$ cat config.mk
export PLATFORM = sky130hd
export DESIGN_NAME = pcd_ram
export DESIGN_NICKNAME = d
export VERILOG_FILES = /design/src/sv/pcd_ram.sv
export SDC_FILE = /design/constraint.sdc
export NUM_CORES = 1
export LEC_CHECK = 0
export ABC_AREA = 1
export BUFFER_PORTS_ARGS = -buffer_cell sky130_fd_sc_hd__buf_2
export CAP_MARGIN = 15
export CORE_UTILIZATION = 50
export DETAILED_ROUTE_END_ITERATION = 10
export GPL_ROUTABILITY_DRIVEN = 1
export PLACE_DENSITY_LB_ADDON = 0.12
export SLEW_MARGIN = 30
export SYNTH_ARGS = -nofsm -noshare
export SYNTH_HDL_FRONTEND = slang
export SYNTH_SLANG_ARGS = --single-unit
$ cat constraint.sdc
create_clock -name clk -period 3.6 [get_ports clk]
set_clock_uncertainty 0.05 [all_clocks]
set_input_delay 0.36 -clock clk [delete_from_list [all_inputs] [get_ports clk]]
set_output_delay 0.36 -clock clk [all_outputs]
set_load 0.02 [all_outputs]
$ cat src/sv/pcd_ram.sv
// ----------------------------------------------------------------------------
// Page cache directory RAM
// Generic simple dual-port RAM with one write port and one registered read
// port.
// ----------------------------------------------------------------------------
module pcd_ram #(
  parameter int WIDTH = 8,
  parameter int DEPTH = 64
) (
  input  logic                                      clk,
  input  logic                                      we,
  input  logic [((DEPTH > 1) ? $clog2(DEPTH) : 1)-1:0] waddr,
  input  logic [WIDTH-1:0]                          wdata,
  input  logic [((DEPTH > 1) ? $clog2(DEPTH) : 1)-1:0] raddr,
  output logic [WIDTH-1:0]                          rdata
);

  logic [WIDTH-1:0] mem [DEPTH];

  always_ff @(posedge clk) begin
    if (we) begin
      mem[waddr] <= wdata;
    end
    rdata <= mem[raddr];
  end

endmodule

### Yosys cells after proc, flatten, opt, wreduce, memory -nomap -nowiden

Memory sizes are Yosys's and may differ from the RTL's. A register that Yosys moved wholly into a read port is not among the register bits.
Index checks and enable logic that the tools add are counted.

* input bits: 22
* logic and storage cells: 3
* RAM bits: 512
* register bits after elaboration: 0
* memories: 1
* output and inout bits: 8

* muxes and demuxes: 2

Memories
* mem: depth 64, width 8, read ports 1, clocked after Yosys merged registers in 1, wr ports 1, RTL line 18 `logic [WIDTH-1:0] mem [DEPTH];`

Operator list (count)
* $mux W1: 2

### Depth between registers and ports, before layout

Gate-level depths: netlist of the first run.

* depth after elaboration: 2
* depth in mapped cells: 12
* mapped depth without buffers: 9

### Least setup slack after synthesis of the first run

No wires, ideal clock.

* path kind: input to register
* start point: in we
* end point: mem mem[48][0] (enable)
* buffers on the path: 1
* arrival time: 1.731 ns
* data required time: 3.155 ns
* library setup time: 0.395 ns
* slack: 1.424 ns
* cell stages on the path: 3
* cell sequence: clkbuf_1 > nand4_1 > nor4_1

* cells in the longest elaborated chain, start to end: 2

RTL lines
* start, declared: RTL line 11 `input logic we,`
* $mux W1: RTL line 21 `if (we) begin`
* $mux W1 (not written as such): RTL line 22 `mem[waddr] <= wdata;`
* end, declared: RTL line 18

No other way between the ends.

### Worst setup path in the final report of the first run

* start point: in waddr[2] (netlist name)
* end point: mem mem[35][1] (enable)

RTL lines
* start, declared: RTL line 12 `input logic [((DEPTH > 1) ? $clog2(DEPTH) : 1)-1:0] waddr,`

Straight into the memory's write port.

==> impl_results.rst, run 1 <==
.. list-table::
   :header-rows: 1

   * - Metric
     - Value
   * - Chip height
     - 209 um
   * - Routed wire length
     - 53400 um
   * - Critical-path top delay cell
     - nor2_1
   * - Count of boundary I/O pins
     - 30
   * - Startpoint of the most critical hold path
     - raddr[5]
   * - Root buffer selected by CTS
     - clkbuf_16
   * - Residual DRC count
     - 0
   * - Critical path required time
     - 3.77 ns
   * - Area share of the leading cell type in the synthesized netlist
     - 0.720
   * - Worst-path cell chain
     - buf_2 > inv_1 > nand4_1 > nor2_1
   * - Num CTS Buffers
     - 53
   * - Clock insertion delay at the later pin of the skew report
     - 0.60 ns
   * - Final setup violation count
     - 0
   * - Xor and xnor area share after synthesis
     - 0
   * - Endpoint of the most critical register-to-register path
     - rdata[6]
   * - Share of the clock period used by the worst path
     - 0.557
   * - Core region area
     - 42000 um^2
   * - Result of the run
     - finished clean
   * - Area Overhead vs Synth
     - 10.6%
   * - Clock slew at the register clock pins of the worst setup and hold paths
     - 0.06 ns
   * - Biggest area consumer among synthesized cells
     - edfxtp_1
   * - Setup TNS
     - 0 ns
   * - Final standard cell area without fillers
     - 23600 um^2
   * - Data arrival at the endpoint of the critical path
     - 2.18 ns
   * - Via density
     - 5.62
   * - Max-slew violation count
     - 0
   * - Global placement routability congestion
     - 0.852
   * - RSZ-0062 raised after global routing
     - no
   * - H-Tree Level Count
     - 2
   * - Placed inst area
     - 22000 um^2
   * - Maximum root-to-sink buffer count
     - 3
   * - Multiplexer area fraction after synthesis
     - 0
   * - Proportion of layout cells with a drive suffix above 1
     - 0.0904
   * - ANT cells
     - 0
   * - Top achievable clock speed
     - 498 MHz
   * - Standard-cell rows
     - 75
   * - Total via count after detailed routing
     - 13700
   * - Critical path class
     - input port to flop
   * - Final-stage net count
     - 1871
   * - Min Clock Period, post-route
     - 2.01 ns
   * - Number of library cell types mapped by synthesis
     - 16
   * - Die X
     - 209 um
   * - Power density over cell area
     - 538 nW/um^2
   * - Simple-gate portion of the synthesized area
     - 0.232
   * - Min-delay worst type
     - input port to flop
   * - Via count of the first global-routing pass
     - 13200
   * - Compound-cell area share of the yosys netlist
     - 0
   * - Synthesized instance count
     - 1805
   * - Number of cells on the worst reg-to-reg path
     - 8
   * - End point of the most critical hold path
     - rdata[3]
   * - Antenna violations before repair
     - 0
   * - Number of violations of the max-capacitance limit
     - 0
   * - Largest net degree at the start of global routing
     - 155
   * - Critical register-to-register path startpoint
     - mem[7][6]
   * - Postcts setup bufs
     - 0
   * - Routed wire per std cell
     - 22.0 um
   * - Cell area after synthesis
     - 21300 um^2
   * - Number of filler instances in the final layout
     - 3537
   * - Leakage power figure
     - 0.00855 uW
   * - Min-Delay Path Depth
     - 3
   * - Hold buffer count at cts
     - 0
   * - Number of routed nets with antenna violations
     - 0
   * - Register bit total from synthesis
     - 520
   * - CTS tree
     - built
   * - Post-synthesis average cell area
     - 11.8 um^2
   * - Worst slew margin
     - 0.387
   * - Main area contributors after synthesis
     - edfxtp_1, nand2_1, nand3_1
   * - HPWL after detailed placement
     - 31300 um
   * - Post-CTS sizing
     - 0
   * - Worst Setup End Kind
     - flop
   * - Adder and majority gate portion of the synthesized area
     - 0
   * - Sinks on Clock Net
     - 520
   * - Startpoint type of the worst setup path
     - input port
   * - Synth Warn #
     - 0
   * - Sequential-to-total area share from yosys stat
     - 0.728
   * - Starting Density
     - 0.508
   * - Largest stage delay on the critical path
     - 0.82 ns
   * - Net count after synthesis
     - 1827
   * - Global-route wire length before repair
     - 80900 um
   * - Measured slew at the worst slew-check pin
     - 0.919 ns
   * - Iteration-0 DRC count of the detailed router
     - 1213
   * - Count of TritonRoute iterations in the first routing pass
     - 5
   * - Final core occ
     - 0.561
   * - Worst vdd rail ir drop
     - 0.417 mV
   * - Grt ovf
     - 0
   * - Slack of the worst reg-to-reg path
     - 2.25 ns
   * - Number of buffers inserted by port buffering
     - 29
   * - Main combinational cell family by area after synthesis
     - simple AND/OR/NAND/NOR gates
   * - Total die area
     - 43500 um^2
   * - GRT Resource Usage Total
     - 0.250
   * - Largest driver fanout on the critical path
     - 9
   * - Fin. Hold Viols
     - 0
[power by group]
part	internal [uW]	switching, uW
clock network	2970	2220
logic	195	598
registers	6700	24.0
[critical path: cells and delay by family]
kind / cells / cell delay, ns
buffers and inverters: 2 / 0.33
AND/OR/NAND/NOR: 2 / 1.48
[worst max-delay path by stage]
| stage | start | to | cells past startpoint |
|---|---|---|---|
| after floorplan | we | mem[48][0] | 3 |
| after global placement | raddr[1] | rdata[6] | 10 |
| after detailed placement | waddr[0] | mem[26][0] | 4 |
| after CTS | waddr[2] | mem[35][1] | 4 |
| after global routing | waddr[2] | mem[35][3] | 4 |
| final | waddr[2] | mem[35][1] | 4 |
[cells in the final DEF (no fill, tap or decap)]
cell and instances:
edfxtp_1 512, nand3_1 439, buf_12 6, clkinv_2 6
inv_2 2, bufinv_16 2, nand2_1 648, clkbuf_16 55
nand4_1 9, inv_8 1, clkinv_1 9, inv_4 1
inv_1 8, nor4_1 8, buf_4 69, dfxtp_1 8
buf_2 26, clkbuf_1 24, clkbuf_8 2, nor2_1 56
inv_6 1
[per-layer routing]
metal  global-route usage  part of all wire  vias up
li1                     -                 -     6435
met1                0.353              0.44     6677
met2                0.396              0.47      442
met3               0.0424             0.061      102
met4               0.0865             0.032        0
met5                    0                 0        -
[final cells by class]
class / instances / area (um^2) / share of cell area
well taps: 539 / 674 / 0.0286
inverters: 12 / 55.1 / 0.00233
flip-flops and latches: 520 / 15500 / 0.658
multi-input cells: 1160 / 4950 / 0.210
clock buffers: 80 / 1480 / 0.0627
repair buffers: 102 / 782 / 0.0331
clock inverters: 18 / 133 / 0.00562
[cells by family after synthesis]
family,after synthesis
buffers and inverters,125
flip-flops,520
AND/OR/NAND/NOR,1160
[per-stage QoR]
step	power [uW]	setup slack [ns]	hold slack, ns	instances
2_1_floorplan	7330	1.42	0.409	1805
3_3_place_gp	7640	1.13	0.671	2333
3_5_place_dp	7650	1.10	0.675	2333
4_1_cts	12800	1.72	0.0484	2431
5_1_grt	13100	1.56	0.0600	2431
6_report	12700	1.59	0.0725	2431
[state kept, by name, indices dropped and copies added (netlist names)]
register  cells
rdata         8
mem         512
[synthesized netlist by cell type (all sizes together)]
cell      n
nand2   648
edfxtp  512
nand3   439
buf      98
nor2     56
clkbuf   15
inv      12
nand4     9
dfxtp     8
nor4      8
Note: power is estimated with default switching activity, not from simulation.
==> run 2: changes to the inputs <==
Clock period 3.6 ns to 1.9 ns, I/O delays scaled along.
==> run 2 against run 1 <==
Net effect:
- register-to-register slack got worse by 1.7 ns
- clock power is 91% higher
- worst setup slack got worse by 1.3 ns
==> impl_results.rst, run 2 (synthesis gave the netlist of run 1 again) <==
.. list-table::
   :header-rows: 1

   * - Metric
     - Value
   * - Fin. Hold Viols
     - 0
   * - Global-route wire length before repair
     - 84100 um
   * - Routed wire per std cell
     - 22.0 um
   * - Core region area
     - 42000 um^2
   * - Final setup violation count
     - 0
   * - Proportion of layout cells with a drive suffix above 1
     - 0.116
   * - Register area
     - 15500 um^2
   * - Antenna violations before repair
     - 1
   * - Power density over cell area
     - 998 nW/um^2
   * - Worst-path cell chain
     - buf_2
   * - RSZ-0062 raised after global routing
     - no
   * - Worst vdd rail ir drop
     - 0.579 mV
   * - Layout Cells excl Fill
     - 2486
   * - Clock insertion delay at the later pin of the skew report
     - 0.60 ns
   * - Top achievable clock speed
     - 642 MHz
   * - Startpoint type of the worst setup path
     - flop
   * - Largest driver fanout on the critical path
     - 1
   * - Count of boundary I/O pins
     - 30
   * - Clock slew at the register clock pins of the worst setup and hold paths
     - 0.06 ns
   * - CTS tree
     - built
   * - Critical-path top delay cell
     - dfxtp_1
   * - Crit-path leading delay family
     - flip-flops
   * - Grt ovf
     - 0
   * - HPWL after detailed placement
     - 32600 um
   * - Via count of the first global-routing pass
     - 13500
   * - Standard-cell rows
     - 75
   * - H-Tree Level Count
     - 2
   * - Measured slew at the worst slew-check pin
     - 0.851 ns
   * - CP Buf/Inv Count
     - 1
   * - Area Overhead vs Synth
     - 14.0%
   * - Critical path required time
     - 1.66 ns
   * - Leakage power figure
     - 0.00894 uW
   * - Critical path class
     - flop to output pin
   * - Global placement routability congestion
     - 0.870
   * - Number of buffers inserted by port buffering
     - 29
   * - Min-delay worst type
     - input port to flop
   * - Worst slew margin
     - 0.432
   * - Largest net degree at the start of global routing
     - 65
   * - Via density
     - 5.65
   * - Maximum root-to-sink buffer count
     - 3
   * - Number of violations of the max-capacitance limit
     - 0
   * - Data arrival at the endpoint of the critical path
     - 1.32 ns
   * - Share of the clock period used by the worst path
     - 0.819
   * - Routed wire length
     - 54800 um
   * - Number of filler instances in the final layout
     - 3477
   * - Min Clock Period, post-route
     - 1.56 ns
   * - Count of TritonRoute iterations in the first routing pass
     - 6
   * - GRT Resource Usage Total
     - 0.258
   * - Total die area
     - 43500 um^2
   * - Chip height
     - 209 um
   * - Total area of multi-input combinational cells
     - 4950 um^2
   * - Number of flip-flops under the largest register name
     - 512
   * - Max-slew violation count
     - 0
   * - Iteration-0 DRC count of the detailed router
     - 1361
   * - Postcts setup bufs
     - 0
   * - ANT cells
     - 0
   * - Most common library cell in the layout ignoring fill and taps
     - nand2_1
   * - Num CTS Buffers
     - 54
   * - Placed cell count
     - 2385
   * - Largest registers in the final layout
     - mem (512), rdata (8)
   * - Sinks on Clock Net
     - 520
   * - Largest stage delay on the critical path
     - 0.48 ns
   * - Root buffer selected by CTS
     - clkbuf_16
   * - Result of the run
     - finished clean
   * - Number of routed nets with antenna violations
     - 0
   * - Total power of the final layout
     - 24300 uW
   * - Starting Density
     - 0.508
   * - Die X
     - 209 um
   * - Most used cells in the layout excluding fill and tap cells
     - nand2_1, edfxtp_1, nand3_1, buf_4, clkbuf_16
   * - Final-stage net count
     - 1925
   * - Residual DRC count
     - 0
   * - Post-CTS sizing
     - 0
   * - Largest register by flop count
     - mem
   * - Worst Setup End Kind
     - output pin
   * - Total via count after detailed routing
     - 14100
[run 2: metrics by stage]
step | setup slack (ns) | instance area (um^2) | util | hold slack [ns] | setup TNS, ns
final | 0.343 | 24300 | 0.578 | 0.0492 | 0
after global routing | 0.339 | 24300 | 0.578 | 0.0550 | 0
after CTS | 0.326 | 24300 | 0.578 | 0.0495 | 0
after detailed placement | -0.00281 | 22700 | 0.539 | 0.526 | -0.00281
after global placement | 0.00945 | 22700 | 0.539 | 0.526 | 0
after floorplan | -0.106 | 21300 | - | 0.239 | -6.79
[run 2: area by class of cell]
| cell class | instances | area share |
|---|---|---|
| clock inverter | 26 | 0.00612 |
| timing repair buffer | 155 | 0.0604 |
| tap | 539 | 0.0277 |
| sequential | 520 | 0.639 |
| multi-input combinational | 1160 | 0.203 |
| inverter | 12 | 0.00226 |
| clock buffer | 74 | 0.0613 |
[run 2: layer usage]
metal,vias up,share of wire,GRT usage,wire (um)
li1,6553,-,-,-
met1,6921,0.44,0.383,24100
met2,503,0.47,0.401,25800
met3,75,0.070,0.0386,3860
met4,0,0.020,0.0702,1070
met5,-,0,0,0
[run 2: worst register-to-register path, stage by stage, from the launching register on]
cell	delay, ns
edfxtp_1	0.36
nand2_1	0.07
nand3_1	0.08
nand3_1	0.10
nand2_1	0.13
nand2_1	0.09
nand3_1	0.14
nand3_1	0.20
nand2_1	0.06
[run 2: power breakdown]
part	leakage, uW	internal (uW)	switching, uW	total [uW]
Clock	0.000798	5600	4290	9890
Combinational	0.00347	467	1170	1630
Sequential	0.00467	12700	48.4	12700
Total	0.00894	18800	5500	24300
[run 2: path summary, 6_finish.rpt]
check / end / cells after the start / startpoint / slack (ns)
min reg2reg: rdata[3] / 8 / mem[20][3] / 0.75
max reg2reg: rdata[5] / 8 / mem[55][5] / 0.53
min: mem[4][3] / 2 / wdata[3] / 0.05
max: rdata[1] / 1 / rdata[1] / 0.34
[run 2: what timing repair did]
| action | in CTS | in global routing |
|---|---|---|
| hold buffers | 1 | 0 |
| setup endpoints to repair | 0 | 0 |
| endpoints found under the hold margin | 8 | 0 |
==> run 3: changes to the inputs <==
Clock period 1.9 ns to 1.6 ns, I/O delays scaled along.
==> run 3 against run 2 <==
Net effect:
- sequential share of layout area shrank 1.4 points
- global-route usage shrank 0.11 points
- core utilization grew 1.3 points
- power grew 22%
- design area grew 2.2%
- via count grew 0.30%
- count of clock-buffer cells in the layout shrank 13
- hold slack is essentially flat
- critical endpoint is now rdata[7]
- largest cell class unchanged
- largest power group unchanged
==> impl_results.rst, run 3 (synthesis gave the netlist of run 1 again) <==
.. list-table::
   :header-rows: 1

   * - Metric
     - Value
   * - Result of the run
     - finished clean
   * - Proportion of layout cells with a drive suffix above 1
     - 0.144
   * - Area Overhead vs Synth
     - 16.4%
   * - Power Internal
     - 23100 uW
   * - Count of boundary I/O pins
     - 30
   * - Worst-case hold slack
     - 0.0493 ns
   * - Via count of the first global-routing pass
     - 13600
   * - Power density over cell area
     - 1190 nW/um^2
   * - Largest register by flop count
     - mem
   * - Largest driver fanout on the critical path
     - 1
   * - Number of violations of the max-capacitance limit
     - 0
   * - HPWL after detailed placement
     - 33500 um
   * - Total die area
     - 43500 um^2
   * - Min Clock Period, post-route
     - 1.49 ns
   * - Clock insertion delay at the later pin of the skew report
     - 0.59 ns
   * - Number of flip-flops under the largest register name
     - 512
   * - Maximum root-to-sink buffer count
     - 3
   * - Core region area
     - 42000 um^2
   * - Routed wire per std cell
     - 21.9 um
   * - H-Tree Level Count
     - 2
   * - ANT cells
     - 0
   * - Leakage power figure
     - 0.00922 uW
   * - Number of routed nets with antenna violations
     - 0
   * - Critical path class
     - flop to flop
   * - Most common library cell in the layout ignoring fill and taps
     - nand2_1
   * - Antenna violations before repair
     - 2
   * - Most used cells in the layout excluding fill and tap cells
     - nand2_1, edfxtp_1, nand3_1, buf_4, nor2_1
   * - Die X
     - 209 um
   * - Iteration-0 DRC count of the detailed router
     - 1352
   * - Max-slew violation count
     - 0
   * - Fin. Hold Viols
     - 0
   * - Hold buffer count at cts
     - 2
   * - Top achievable clock speed
     - 671 MHz
   * - Final setup violation count
     - 0
   * - Share of the clock period used by the worst path
     - 0.932
   * - Standard-cell rows
     - 75
   * - CTS tree
     - built
   * - Residual DRC count
     - 0
   * - Worst slew margin
     - 0.574
   * - Setup TNS
     - 0 ns
   * - Reported net switching power
     - 6500 uW
   * - Combinational share of power
     - 0.069
   * - Startpoint type of the worst setup path
     - flop
   * - Total via count after detailed routing
     - 14100
   * - Switching portion of total power
     - 0.220
   * - Part of the power in the clock network
     - 0.419
   * - Largest net degree at the start of global routing
     - 65
   * - Chip height
     - 209 um
   * - Root buffer selected by CTS
     - clkbuf_16
   * - Data arrival at the endpoint of the critical path
     - 1.90 ns
   * - Starting Density
     - 0.508
   * - Number of cells on the worst reg-to-reg path
     - 8
   * - Total area of multi-input combinational cells
     - 5010 um^2
   * - Final-stage net count
     - 1970
   * - Number of buffers inserted by port buffering
     - 29
   * - Measured slew at the worst slew-check pin
     - 0.638 ns
   * - Layout Cells excl Fill
     - 2525
   * - Largest registers in the final layout
     - mem (512), rdata (8)
   * - Count of TritonRoute iterations in the first routing pass
     - 5
   * - Number of filler instances in the final layout
     - 3418
   * - Reg power frac
     - 0.511
   * - Worst vdd rail ir drop
     - 0.803 mV
   * - Critical path required time
     - 2.01 ns
   * - Worst Setup End Kind
     - flop
   * - Placed cell count
     - 2430
   * - Sinks on Clock Net
     - 520
   * - Register area
     - 15500 um^2
   * - Min-Delay Path Depth
     - 2
   * - GRT Resource Usage Total
     - 0.257
   * - Clock slew at the register clock pins of the worst setup and hold paths
     - 0.06 ns
   * - Grt ovf
     - 0
   * - Routed wire length
     - 55200 um
   * - Num CTS Buffers
     - 53
   * - Post-CTS sizing
     - 0
   * - Global-route wire length before repair
     - 83400 um
   * - Via density
     - 5.58
   * - Global placement routability congestion
     - 0.894
   * - RSZ-0062 raised after global routing
     - no
   * - Min-delay worst type
     - input port to flop
   * - Postcts setup bufs
     - 0
-- run 3: critical path: stages, from the launching register on --
cell	delay [ns]
edfxtp_1	0.35
nand2_1	0.07
nand3_1	0.11
nand3_1	0.14
nand2_1	0.08
nand2_1	0.08
nand3_1	0.14
nand3_1	0.25
nand2_1	0.09
-- run 3: final cells by class --
type | instances | area share
Clock buffer | 61 | 0.0550
Multi-Input combinational cell | 1160 | 0.202
Inverter | 12 | 0.00222
Timing Repair Buffer | 201 | 0.0741
Clock inverter | 32 | 0.0146
Sequential cell | 520 | 0.625
Tap cell | 539 | 0.0271
-- run 3: metal layers --
layer	vias to the layer above	global-route usage	share of wire
li1	6620	-	-
met4	4	0.0908	0.031
met3	98	0.0322	0.065
met1	6866	0.373	0.44
met5	-	0	0.00031
met2	506	0.404	0.46
-- run 3: power groups by stage --
stage	Sequential [uW]	Clock, uW	Combinational [uW]
floorplan	15400	0	1080
global placement	15400	0	2030
detailed placement	15400	0	2040
CTS	15100	12600	2050
global route	15100	13000	2230
finish	15100	12400	2050
-- run 3: metrics by stage --
| stage | power, uW | worst slack (ns) | utilization | instance area, um^2 |
|---|---|---|---|---|
| final | 29600 | 0.109 | 0.591 | 24800 |
| after global routing | 30400 | 0.0414 | 0.591 | 24800 |
| after CTS | 29700 | 0.120 | 0.591 | 24800 |
| after detailed placement | 17400 | -0.230 | 0.549 | 23100 |
| after global placement | 17400 | -0.197 | 0.549 | 23100 |
| after floorplan | 16500 | -0.163 | - | 21400 |
-- run 3: path summary, 6_finish.rpt --
path / slack (ns) / from / to
max reg2reg: 0.11 / mem[23][7] / rdata[7]
max: 0.11 / mem[23][7] / rdata[7]
min: 0.05 / wdata[3] / mem[61][3]
min reg2reg: 0.77 / mem[28][4] / rdata[4]
